**config.mk**
```make
export PLATFORM = sky130hd
export DESIGN_NAME = nnmc_dist
export DESIGN_NICKNAME = d
export VERILOG_FILES = /design/src/design/nnmc_pkg.sv /design/src/design/nnmc_dist.sv
export SDC_FILE = /design/constraint.sdc
export NUM_CORES = 2
export LEC_CHECK = 0
export BUFFER_PORTS_ARGS = -buffer_cell sky130_fd_sc_hd__buf_2
export CORE_MARGIN = 2
export CORE_UTILIZATION = 50
export DETAILED_ROUTE_END_ITERATION = 8
export GPL_ROUTABILITY_DRIVEN = 0
export GPL_TIMING_DRIVEN = 0
export MAX_ROUTING_LAYER = met4
export PLACE_DENSITY = 0.78
export SYNTH_ARGS = -nofsm -noshare
export SYNTH_HDL_FRONTEND = slang
export SYNTH_SLANG_ARGS = --single-unit
export TNS_END_PERCENT = 50
```
**constraint.sdc**
```tcl
create_clock -name i_clk -period 15.17 [get_ports i_clk]
set_input_delay 1.517 -clock i_clk [delete_from_list [all_inputs] [get_ports i_clk]]
set_output_delay 1.517 -clock i_clk [all_outputs]
set_load 0.03 [all_outputs]
```
**src/design/nnmc_pkg.sv**
```systemverilog
`timescale 1ns / 1ps
// ----------------------------------------------------------------------------
// Nearest neighbor match counter package
// Shared types, opcodes and constants of the nearest neighbor match counter.
// ----------------------------------------------------------------------------
package nnmc_pkg;

    localparam int unsigned MAP_DEPTH_DEF = 1024;

    localparam int unsigned COORD_W   = 24;
    localparam int unsigned RADIUS_W  = 23;
    localparam int unsigned SQ_W      = 2 * COORD_W;
    localparam int unsigned DIST_W    = SQ_W + 1;
    localparam int unsigned RADSQ_W   = 2 * RADIUS_W;
    localparam int unsigned COUNT_W   = 16;

    localparam logic [RADIUS_W-1:0] RADIUS_RESET  = RADIUS_W'(1024);
    localparam logic [DIST_W-1:0]   DIST_ALL_ONES = {DIST_W{1'b1}};
    localparam logic [COUNT_W-1:0]  COUNT_MAX     = {COUNT_W{1'b1}};

    localparam logic [1:0] OP_LOAD  = 2'd0;
    localparam logic [1:0] OP_QUERY = 2'd1;
    localparam logic [1:0] OP_CLEAR = 2'd2;

    typedef struct packed {
        logic [1:0]                op;
        logic signed [COORD_W-1:0] point_x;
        logic signed [COORD_W-1:0] point_y;
        logic                      last_query;
    } t_in_item;

    typedef struct packed {
        logic               matched;
        logic [DIST_W-1:0]  nearest_dist_sq;
        logic [COUNT_W-1:0] match_total;
        logic               scan_done;
    } t_out_item;

    // Tag that travels with each map point through the distance pipeline.
    typedef struct packed {
        logic vld;
        logic last;
    } t_scan_tag;

endpackage

```
**src/design/nnmc_dist.sv**
```systemverilog
`timescale 1ns / 1ps
// ----------------------------------------------------------------------------
// Squared distance pipeline
// Three stage pipeline: absolute differences, squares, then their sum.
// ----------------------------------------------------------------------------
module nnmc_dist (
    input  logic                               i_clk,
    input  logic                               i_rst_n,
    input  logic signed [nnmc_pkg::COORD_W-1:0] i_qx,
    input  logic signed [nnmc_pkg::COORD_W-1:0] i_qy,
    input  logic signed [nnmc_pkg::COORD_W-1:0] i_mx,
    input  logic signed [nnmc_pkg::COORD_W-1:0] i_my,
    input  nnmc_pkg::t_scan_tag                i_tag,
    output logic [nnmc_pkg::DIST_W-1:0]        o_dist,
    output nnmc_pkg::t_scan_tag                o_tag
);
    import nnmc_pkg::*;

    logic [COORD_W:0]   dx;
    logic [COORD_W:0]   dy;
    logic [COORD_W:0]   n_adx;
    logic [COORD_W:0]   n_ady;
    logic [COORD_W-1:0] r_adx;
    logic [COORD_W-1:0] r_ady;
    logic [SQ_W-1:0]    r_sqx;
    logic [SQ_W-1:0]    r_sqy;
    logic [DIST_W-1:0]  r_sum;
    t_scan_tag          r_tag1;
    t_scan_tag          r_tag2;
    t_scan_tag          r_tag3;

    // The magnitude of a 25 bit difference of two 24 bit values fits in 24 bits.
    always_comb begin
        dx    = {i_qx[COORD_W-1], i_qx} - {i_mx[COORD_W-1], i_mx};
        dy    = {i_qy[COORD_W-1], i_qy} - {i_my[COORD_W-1], i_my};
        n_adx = dx[COORD_W] ? (~dx + 1'b1) : dx;
        n_ady = dy[COORD_W] ? (~dy + 1'b1) : dy;
    end

    always_ff @(posedge i_clk) begin
        r_adx <= n_adx[COORD_W-1:0];
        r_ady <= n_ady[COORD_W-1:0];
        r_sqx <= r_adx * r_adx;
        r_sqy <= r_ady * r_ady;
        r_sum <= {1'b0, r_sqx} + {1'b0, r_sqy};
        if (!i_rst_n) begin
            r_tag1 <= '0;
            r_tag2 <= '0;
            r_tag3 <= '0;
        end else begin
            r_tag1 <= i_tag;
            r_tag2 <= r_tag1;
            r_tag3 <= r_tag2;
        end
    end

    assign o_dist = r_sum;
    assign o_tag  = r_tag3;

endmodule

```
==> impl_metrics.yaml <==
die:
  start_util_pct: 50.3
  coreArea_um2: 83400
  die_w_um: 294
  die_h_um: 294
  rows: 106
  die-area_um2: 86200
  io_pins: 151
clock_tree:
  htreeDepth: 4
  cts_tree: "built"
  cts_root_buf: "clkbuf_16"
  cts.clk_slew.worst_paths_ps: 80
  post-cts-setup-buffers: 0
  holdBufCountCts: 0
  insertion_delay_ps: 510
  clk_path_buf_depth: 2
  numClockSinks: 197
  cts_resized: 0
  numCtsBuffers: 17
detailed_routing:
  routed_wl_um: 101000
  ant_nets: 0
  avgRoutedWirePerCell_um: 17.1
  drt_iter0_drc: 1986
  drc: 0
  vias: 31299
  firstDrtPassIters: 6
  viasPerCell: 5.33
sta:
  worst_pin_slew_ps: 919
  hold_violations: 0
  finalSetupTns_ps: 0
  rsz0062_at_grt: "false"
  setup_violations: 0
  fin_hold_ws_ps: 436
  max_freq_ghz: 0.106
  period_needed_ps: 9420
  maxSlewHeadroom_pct: 38.3
  finClkSkew_ps: 25.0
  drv_slew: 0
  fin_crit_sh_pct: 62.1
critical_path:
  path_max_fanout: 10
  crit_buf_inv: 8
  cp-start-kind: "flip-flop"
  cp_slowest_stage_delay_ps: 760
  critical_path_required_ps: 15560
  crit_type: "flip-flop to flip-flop"
  cp_data_arrival_time_ps: 9800
  critPathCaptureType: "flip-flop"
  cpMostUsedCell: "fa_1"
  slowest_stage: "a311oi_1"
  cp_top_family: "adder cells"
global_routing:
  grt_pass1_vias: 33123
  overflow: 0
  gr-usage-all-layers_pct: 25.1
  antenna_found_initial: 3
  grt_max_degree: 21
  grt_pass1_wl_um: 165000
place:
  placed_cells: 5841
  post_dp_cell_area_um2: 44100
  dp_hpwl_um: 84800
  port_buffers: 150
yosys:
  syn_avg_cell_area_um2: 9.10
  synthTopCellsByCount: "1,282 x inv_1, 846 x fa_1, 452 x ha_1"
  syn-num-nets: 6009
  synth_area_leaders: "fa_1 40%, ha_1 13%, inv_1 11%"
  ys.flop_type: "dfxtp_1"
  synthCells: 4611
  ys_ff_latch: 197
  synth_most_common_cell: "inv_1"
  yosys.area.top_type: "fa_1"
  async_flop_share_pct: 0
  synth_edf_count: 0
  netlist_area_um2: 42000
  synth_cell_types: 84
  yosysSeqAreaShare_pct: 9.40
  ys_warn_count: 0
  synth_top_area_share_pct: 40.4
final_layout:
  design_area_um2: 44700
  final_cells: 5875
  syn2layout_area_growth_pct: 6.47
  drive_above_1_share_pct: 4.59
  fin_nets: 6178
run_status:
  status: "completed"
worst_hold_path:
  hold_class: "flip-flop to flip-flop"
job:
  maxCapViolations: 0
==> path summary, 6_finish.rpt <==
kind | startpoint | endpoint | slack (ps) | depth (start not counted)
hold reg to reg | r_tag2[1] | o_tag[1] | 440 | 1
setup / recovery | r_ady[17] | r_sqy[44] | 5750 | 27
setup reg to reg | r_ady[17] | r_sqy[44] | 5750 | 27
hold / removal | r_tag2[1] | o_tag[1] | 440 | 1
==> routing by layer <==
metal,GRT usage (%),vias to the layer above,routed length (um)
li1,-,14242,-
met1,30.7,15421,38800
met2,40.0,1321,47600
met3,5.20,315,9400
met4,11.9,0,4890
met5,-,-,0
==> cells in the final DEF (no fill, tap or decap), types with 11 or more instances in the layout <==
master,Yosys,routed
inv_1,1282,1282
fa_1,846,846
ha_1,452,452
nand2_1,401,401
and2_1,228,228
dfxtp_1,197,197
buf_2,3,153
a21oi_1,152,152
xnor2_1,146,146
nor2_1,135,135
clkbuf_1,114,114
a21o_1,84,84
xor2_1,79,79
o21ai_0,73,73
nor3_1,33,33
nand3_1,32,32
and3_1,30,30
nor2b_1,27,27
o21a_1,23,23
o21bai_1,22,22
a211oi_1,20,20
o31ai_1,18,18
nand4_1,18,18
nand2b_1,17,17
clkbuf_16,0,17
a31oi_1,16,16
o21ai_1,13,13
or2_2,11,11
==> registers in the layout, indices dropped and copies added, names as in the netlist <==
register and cells:
o_dist 49, o_tag 2, r_adx 24, r_ady 24, r_sqx 47, r_sqy 47
r_tag1 2, r_tag2 2
==> area by class of cell <==
type / count / area (um^2)
fill: 7267 / 38800
inverter: 1282 / 4810
clock inverter: 15 / 183
tap: 1080 / 1350
buffer: 120 / 465
antenna: 2 / 5.00
clock buffer: 17 / 425
multi-input combinational: 3012 / 32700
timing repair buffer: 150 / 751
sequential: 197 / 3940
==> stage by stage <==
step / util (%) / setup WS (ps)
2_1_floorplan: - / 7930
3_3_place_gp: 52.8 / 6020
3_5_place_dp: 52.8 / 5950
4_1_cts: 53.5 / 5910
5_1_grt: 53.5 / 5450
6_report: 53.5 / 5750
==> logic make-up (layout without fill, tap and decap cells) <==
logic type	after synthesis	count (layout)	synth area share (%)
AOI/OAI and AO/OA	518	518	8.21
xor gates and xnor gates	225	225	4.70
adders and majority gates	1298	1298	53.8
buffers and inverters	1402	1584	12.6
DFF	197	197	9.40
muxes	6	6	0.152
other	0	2	0
and+or+nand+nor	965	965	11.1
Power is not shown: default switching activity piles up to over one toggle a cycle in this logic, so the estimate is an artifact.
