## config.mk

```make
export PLATFORM = sky130hd
export DESIGN_NAME = nnmc_ram
export DESIGN_NICKNAME = d
export VERILOG_FILES = /design/src/design/nnmc_ram.sv
export SDC_FILE = /design/constraint.sdc
export NUM_CORES = 1
export LEC_CHECK = 0
export ABC_AREA = 1
export BUFFER_PORTS_ARGS = -buffer_cell sky130_fd_sc_hd__buf_4
export CORE_ASPECT_RATIO = 0.8
export CORE_MARGIN = 5
export CORE_UTILIZATION = 47
export DETAILED_ROUTE_END_ITERATION = 8
export GPL_TIMING_DRIVEN = 1
export PLACE_DENSITY = 0.74
export RECOVER_POWER = 50
export REMOVE_ABC_BUFFERS = 1
export SETUP_SLACK_MARGIN = 0.1
export SLEW_MARGIN = 20
export SYNTH_ARGS = -nofsm -noshare
export SYNTH_HDL_FRONTEND = slang
export SYNTH_SLANG_ARGS = --single-unit
```

## constraint.sdc

```tcl
create_clock -name i_clk -period 2.35 [get_ports i_clk]
set_input_delay 0.235 -clock i_clk [delete_from_list [all_inputs] [get_ports i_clk]]
set_output_delay 0.235 -clock i_clk [all_outputs]
set_load 0.02 [all_outputs]
```

## src/design/nnmc_ram.sv

```systemverilog
`timescale 1ns / 1ps
// ----------------------------------------------------------------------------
// Generic single port write, single port read RAM
// Synchronous write and registered read.
// ----------------------------------------------------------------------------
module nnmc_ram #(
    parameter int unsigned WIDTH = 8,
    parameter int unsigned DEPTH = 16,
    parameter int unsigned AW    = (DEPTH > 1) ? $clog2(DEPTH) : 1
) (
    input  logic             i_clk,
    input  logic             i_we,
    input  logic [AW-1:0]    i_waddr,
    input  logic [WIDTH-1:0] i_wdata,
    input  logic             i_re,
    input  logic [AW-1:0]    i_raddr,
    output logic [WIDTH-1:0] o_rdata
);

    logic [WIDTH-1:0] r_mem [DEPTH];
    logic [WIDTH-1:0] r_rdata;

    always_ff @(posedge i_clk) begin
        if (i_we) begin
            r_mem[i_waddr] <= i_wdata;
        end
        if (i_re) begin
            r_rdata <= r_mem[i_raddr];
        end
    end

    assign o_rdata = r_rdata;

endmodule

```

==> flow_summary.rst, run 1 <==
.. list-table::
   :header-rows: 1

   * - Metric
     - Value
   * - Clock network latency to the later pin of the worst-skew pair
     - 0.41 ns
   * - Area enclosed by the die boundary
     - approximately 15000 um2
   * - Count of max-cap constraint violations
     - 0
   * - Final setup violating endpoints
     - 0
   * - Final routed wire length divided by cell count
     - 17.5 um
   * - Setup repair after global routing missed its margin
     - no
   * - Simple-gate share of the synthesized area
     - 0.208
   * - Number of antenna diodes
     - 0
   * - # rows
     - 36
   * - Vias per cell
     - between 5 and 6
   * - Fraction of layout cells with a size suffix above 1
     - 0.0765
   * - Root buffer cell
     - clkbuf_16
   * - Area of all placed cells without fillers
     - roughly 6600 um2
   * - Combinational family with the most area after synthesis
     - simple AND/OR/NAND/NOR gates
   * - Placed cell count
     - approximately 710
   * - Status
     - finished, final reports clean
   * - Maximum clock insertion buffer count
     - 2
   * - Fin. Hold Viols
     - 0
   * - Antenna violations before repair
     - 0
   * - Final-layout setup total negative slack
     - 0 ns
   * - Compound-Gate Fraction of Synth Area
     - 0
   * - Clock transition at the registers of the reported paths
     - approximately 0.06 ns
   * - Most repeated cell in the gate-level netlist after synthesis
     - nand2_1
   * - Total wirelength of the detailed-routed design
     - ~13 mm
   * - Boundary pin count
     - 27
   * - Classification of the worst setup path
     - in -> reg
   * - Maximum clock skew at final layout
     - approximately 0.0064 ns
   * - Required time reported for the critical path endpoint
     - roughly 2.5 ns
   * - Worst ir drop on vdd
     - 0.526 mV
   * - Primary FF master, synth
     - edfxtp_1
   * - Startpoint Class
     - input pin
   * - Count of buffer and inverter cells on the critical path
     - 2
   * - Final GP Congestion
     - 0.851
   * - Yosys warning total
     - 0
   * - Most used cell, CP
     - nand3_1
   * - Sinks on the clock net
     - roughly 140
   * - Cell with the biggest individual delay on the critical path
     - inv_2
   * - Detailed-router iteration count before antenna repair
     - 5
   * - Endpoint type of the worst setup path
     - flip-flop
   * - Fraction of post-synthesis cell area in the top cell type by area
     - 0.698
   * - GRT Resource Usage Total
     - 0.187
   * - Vias after detailed routing
     - between 3000 and 4000
   * - Height of the chip
     - between 100 and 150 um
   * - Highest attainable clock frequency
     - around 740 MHz
   * - Core region area
     - between 10000 and 15000 um2
   * - Drt drc
     - 0
   * - Time the final worst path needs with I/O delays and setup
     - ~1.4 ns
   * - Number of synthesized flops with an enable pin
     - approximately 140
   * - Critical path's top delay family
     - buffers and inverters
   * - Total placed instance area
     - between 6000 and 7000 um2
   * - Worst-Margin Slew
     - ~0.94 ns
   * - Critical path fanouts, max
     - 33
   * - Reported leakage power
     - approximately 2.8 nW
   * - # nets final
     - around 590
   * - Pin count of the biggest net entering global routing
     - 65
   * - CTS Buf Count
     - 17
   * - CTS tree
     - yes
   * - Overflow after GRT
     - 0
   * - Power per cell area
     - 840 nW/um2
   * - Share of synthesized area spent on multiplexers
     - 0
   * - Stage delay of the slowest cell on the critical path
     - around 0.36 ns
   * - Normalized max-slew margin
     - 0.372
   * - Post-CTS repair timing setup buffer count
     - 0
   * - Portion of the post-synthesis area used by sequential elements
     - 0.698
   * - Main area contributors after synthesis
     - edfxtp_1 (70%), nand2_1 (11%), nand3_1 (8.3%)
   * - Antenna Nets Post-Route
     - 0
   * - First DRT Iteration DRCs
     - between 400 and 500
   * - P&R area growth vs syn
     - 13.2%
   * - Horizontal die dimension
     - about 130 um
   * - Synth Area in Adders
     - 0
   * - Hold WC Path Type
     - in -> reg
   * - Post-synthesis cell type count
     - 11
   * - Post-layout utilization of the core
     - 0.544
   * - Final max-slew violation count
     - 0
   * - Chain of cells forming the critical path
     - buf_4 -> inv_2 -> nand3_1 -> nand3_1 -> nand3_1 -> nand2_1
   * - Pre-CTS setup slack
     - 0.605 ns
   * - Number of global-route vias before repair
     - 3793
   * - Port Buf Inserts
     - 26
   * - Share of flip-flops with an asynchronous set or reset after synthesis
     - 0
   * - Global-route wire length before repair
     - 20.4 mm
   * - List of most frequent post-synthesis cells
     - nand2_1 (173), edfxtp_1 (136), inv_1 (100)
   * - Starting Density
     - 0.481
   * - Synth Instances
     - approximately 550
   * - Crit share post-route
     - 0.577
   * - Library cell occupying the most area in the post-synthesis netlist
     - edfxtp_1
   * - Post_cts resized
     - 0
   * - Hold-fix buffer count after cts
     - 0
   * - Half-perimeter wire length after placement
     - about 8 mm
   * - H-Tree Level Count
     - 4
   * - XOR/XNOR Fraction of Synth Area
     - 0
   * - Final cell count without fillers
     - between 700 and 800
   * - Synthesized area divided by synthesized cell count
     - 10.6 um2
   * - Area of the mapped netlist
     - 5850 um2
   * - Worst setup slack after layout
     - around 0.99 ns
   * - Synth Register Bits
     - 136
   * - Arrival time of data at the critical path endpoint
     - roughly 1.5 ns
-- stage by stage --
stage	total power (W)	hold WS, ns
2_1_floorplan	0.00296	0.334
3_3_place_gp	0.00313	0.532
3_5_place_dp	0.00314	0.539
4_1_cts	0.00559	0.109
5_1_grt	0.00573	0.248
6_report	0.00556	0.247
-- worst paths after layout --
| check | startpoint | end | slack, ns | cells after the start |
|---|---|---|---|---|
| max | i_raddr[1] | o_rdata[0] | 0.99 | 6 |
| min | i_raddr[3] | o_rdata[5] | 0.25 | 3 |
| max reg2reg | r_mem[4][5] | o_rdata[5] | 1.14 | 6 |
| min reg2reg | r_mem[10][3] | o_rdata[3] | 0.77 | 6 |
-- routing by layer --
layer,vias to the layer above,track usage,share of wire
met4,0,0.0574,0.019
li1,1835,-,-
met1,1866,0.256,0.44
met3,21,0.0677,0.094
met5,-,0,0
met2,185,0.280,0.45
-- power by group --
group          internal (W)  switching (W)
logic             0.0000954       0.000244
registers           0.00274      0.0000156
clock network       0.00154       0.000935
-- final cells by class --
cell class | count | area [um2]
Multi-Input combinational cell | 289 | 1210
Fill cell | 1032 | 5540
Tap cell | 152 | 190
Sequential cell | 136 | 4080
Clock inverter | 12 | 109
Clock buffer | 20 | 437
Timing Repair Buffer | 29 | 201
Inverter | 102 | 383
-- registers in the layout, indices dropped and copies added, names as in the netlist --
register  flops
r_mem       128
o_rdata       8
-- placed cells by master (no fill, tap or decap), types with 4 or more instances in the layout --
cell / netlist / final
clkinv_1: 0 / 4
nand3_1: 97 / 97
clkinv_2: 0 / 5
inv_1: 100 / 100
clkbuf_1: 0 / 14
nand2_1: 173 / 173
nor2_1: 17 / 17
buf_4: 4 / 16
clkbuf_16: 0 / 17
edfxtp_1: 136 / 136
-- cell families after synthesis --
| group | after synthesis |
|---|---|
| buffers and inverters | 126 |
| flip-flops | 136 |
| AND/OR/NAND/NOR | 289 |
-- worst register-to-register path, cell delays in order, from the launching register on --
cell,delay [ns]
edfxtp_1,0.39
inv_1,0.07
nand2_1,0.05
nand3_1,0.08
nand3_1,0.15
nand3_1,0.15
nand2_1,0.07
Power figures use the tool's default switching activity.
==> run 2: changes to the inputs <==
clock period = 1.4 ns   (was 2.35 ns; I/O delays follow)
==> run 2 against run 1 <==
- setup slack worse by 0.79 ns
- highest routed layer unchanged
- critical path depth is the same
- combinational power is 79% higher
- critical endpoint is now o_rdata[1]
==> flow_summary.rst, run 2 (synthesis results as in run 1) <==
.. list-table::
   :header-rows: 1

   * - Metric
     - Value
   * - Drt drc
     - 0 (unchanged)
   * - Cell depth of the worst min-delay path
     - 3 (unchanged)
   * - GRT Resource Usage Total
     - 0.192 (was 0.187)
   * - Required time reported for the critical path endpoint
     - 1.57 ns (was 2.50 ns)
   * - Vias after detailed routing
     - 4000 (was 3907)
   * - Arrival time of data at the critical path endpoint
     - 1.37 ns (was 1.50 ns)
   * - Vias per cell
     - 5.28 (about the same)
   * - Port Buf Inserts
     - 26 (unchanged)
   * - Highest-count cells in the layout ignoring fill and taps
     - nand2_1 (173), edfxtp_1 (136), inv_1 (100), nand3_1 (97), buf_4 (36) (was nand2_1 (173), edfxtp_1 (136), inv_1 (100), nand3_1 (97))
   * - Chain of cells forming the critical path
     - inv_1 -> nand2_1 -> nand3_1 -> nand3_1 -> nand3_1 -> nand2_1 (was buf_4 -> inv_2 -> nand3_1 -> nand3_1 -> nand3_1 -> nand2_1)
   * - Normalized max-slew margin
     - 0.352 (was 0.372)
   * - Critical path's top delay family
     - simple AND/OR/NAND/NOR gates (was buffers and inverters)
   * - Half-perimeter wire length after placement
     - 8.57 mm (was 7.81 mm)
   * - Worst r2r src
     - r_mem[7][1] (was r_mem[4][5])
   * - # rows
     - 36 (unchanged)
   * - Time the final worst path needs with I/O delays and setup
     - between 1 and 1.5 ns
   * - Highest attainable clock frequency
     - approximately 840 MHz
   * - Starting Density
     - 0.481 (unchanged)
   * - Horizontal die dimension
     - 135 um (unchanged)
   * - Cell with the biggest individual delay on the critical path
     - edfxtp_1 (was inv_2)
   * - Power per cell area
     - 1350 nW/um2 (was 840 nW/um2)
   * - Clock transition at the registers of the reported paths
     - 0.05 ns (was 0.06 ns)
   * - Stage delay of the slowest cell on the critical path
     - 0.37 ns (was 0.36 ns)
   * - Fraction of layout cells with a size suffix above 1
     - 0.104 (was 0.0765)
   * - Setup repair after global routing missed its margin
     - no (unchanged)
   * - Top reg by flops
     - r_mem (unchanged)
   * - Startpoint Class
     - flip-flop (was input pin)
   * - Clock network latency to the later pin of the worst-skew pair
     - 0.42 ns (was 0.41 ns)
   * - Leading cell type in the layout, fill and taps excluded
     - nand2_1 (unchanged)
   * - Worst r2r path cells
     - 6 (unchanged)
   * - Global-route wire length before repair
     - 20.8 mm (was 20.4 mm)
   * - Final max-slew violation count
     - 0 (unchanged)
   * - Antenna Nets Post-Route
     - 0 (unchanged)
   * - Final GP Congestion
     - 0.838 (was 0.851)
   * - Most used cell, CP
     - nand3_1 (unchanged)
   * - Reported leakage power
     - 2.90 nW (was 2.81 nW)
   * - Worst-Margin Slew
     - 0.972 ns (was 0.941 ns)
   * - Post-layout power
     - 0.00907 W (was 0.00556 W)
   * - Hold WC Path Type
     - in -> reg (unchanged)
   * - Number of global-route vias before repair
     - 3723 (was 3793)
   * - Count of max-cap constraint violations
     - 0 (unchanged)
   * - Maximum clock skew at final layout
     - 0.00623 ns (was 0.00642 ns)
   * - First DRT Iteration DRCs
     - 541 (was 463)
   * - CTS tree
     - yes (unchanged)
   * - Root buffer cell
     - clkbuf_16 (unchanged)
   * - Beginning of the worst hold path
     - i_raddr[3] (unchanged)
   * - Total wirelength of the detailed-routed design
     - 13.5 mm (was 12.9 mm)
   * - Worst ir drop on vdd
     - 1.01 mV (was 0.526 mV)
   * - Count of buffer and inverter cells on the critical path
     - 1 (was 2)
   * - Maximum clock insertion buffer count
     - 2 (unchanged)
   * - Endpoint type of the worst setup path
     - flip-flop (unchanged)
   * - FF-to-FF setup slack
     - 0.20 ns (was 1.14 ns)
   * - Max FFs per register
     - 128 (unchanged)
   * - Final routed wire length divided by cell count
     - 17.9 um (was 17.5 um)
   * - H-Tree Level Count
     - 4 (unchanged)
   * - P&R area growth vs syn
     - 15.3% (was 13.2%)
   * - Destination of the worst register-to-register timing path
     - o_rdata[1] (was o_rdata[5])
   * - Fin. Hold Viols
     - 0 (unchanged)
   * - Detailed-router iteration count before antenna repair
     - 5 (unchanged)
   * - Worst Setup SP
     - r_mem[7][1] (was i_raddr[1])
   * - Number of antenna diodes
     - 0 (unchanged)
   * - Post-CTS repair timing setup buffer count
     - 0 (unchanged)
   * - Endpoint of the worst hold path
     - o_rdata[7] (was o_rdata[5])
   * - Core region area
     - 12200 um2 (unchanged)
   * - Status
     - finished, final reports clean (unchanged)
   * - Area enclosed by the die boundary
     - 14800 um2 (unchanged)
   * - Antenna violations before repair
     - 0 (unchanged)
   * - Sinks on the clock net
     - 136 (unchanged)
   * - Hold-fix buffer count after cts
     - 0 (unchanged)
   * - Overflow after GRT
     - 0 (unchanged)
   * - Stages on the worst setup path
     - 6 (unchanged)
   * - Height of the chip
     - 110 um (unchanged)
   * - Critical path fanouts, max
     - 1 (was 33)
   * - Crit share post-route
     - 0.855
   * - Final-layout setup total negative slack
     - 0 ns (unchanged)
   * - # nets final
     - 615 (was 594)
   * - Classification of the worst setup path
     - reg -> reg (was in -> reg)
   * - Post_cts resized
     - 0 (unchanged)
   * - Pin count of the biggest net entering global routing
     - 65 (unchanged)
   * - CTS Buf Count
     - 17 (unchanged)
   * - Boundary pin count
     - 27 (unchanged)
   * - Final setup violating endpoints
     - 0 (unchanged)
[run 2: cell types whose count changed in the layout (fill, tap and decap cells not counted), sizes merged]
cell and delta:
clkinv -4, bufinv -1, clkbuf +1, buf +21
[run 2: metal layers]
layer	GRT usage	wire (um)	up-vias
met4	0.0618	140	0
li1	-	-	1864
met2	0.280	5940	226
met3	0.0650	1420	21
met5	0	0	-
met1	0.273	6020	1889
[run 2: report_power, final]
| part | total (W) | internal, W | switching [W] | leakage (nW) |
|---|---|---|---|---|
| clock | 0.00384 | 0.00236 | 0.00147 | 0.247 |
| combinational | 0.000606 | 0.000182 | 0.000424 | 1.42 |
| sequential | 0.00462 | 0.00460 | 0.0000280 | 1.24 |
[run 2: worst max-delay path by stage]
| stage | to |
|---|---|
| global route | o_rdata[1] |
| global placement | o_rdata[7] |
| finish | o_rdata[1] |
| floorplan | o_rdata[2] |
| CTS | o_rdata[1] |
| detailed placement | o_rdata[1] |
[run 2: worst register-to-register path, cell delays in order, from the launching register on]
cell	delay [ns]
edfxtp_1	0.37
inv_1	0.06
nand2_1	0.04
nand3_1	0.10
nand3_1	0.17
nand3_1	0.14
nand2_1	0.06
[run 2: cell type report]
class                           instances  area [um2]
Fill cell                            1039        5420
Clock buffer                           21         440
Timing Repair Buffer                   50         372
Multi-Input combinational cell        289        1210
Inverter                              102         383
Clock inverter                          7        57.6
Sequential cell                       136        4080
Tap cell                              152         190
[run 2: metrics by stage]
step / cell area, um2 / utilization / instances / setup slack, ns / hold WS [ns]
after detailed placement: 6280 / 0.517 / 729 / 0.0573 / 0.440
after global placement: 6280 / 0.517 / 729 / 0.0731 / 0.438
after CTS: 6780 / 0.558 / 757 / 0.214 / 0.00633
final: 6740 / 0.554 / 757 / 0.203 / 0.149
after floorplan: 5680 / - / 527 / 0.139 / 0.239
after global routing: 6740 / 0.554 / 757 / 0.109 / 0.156
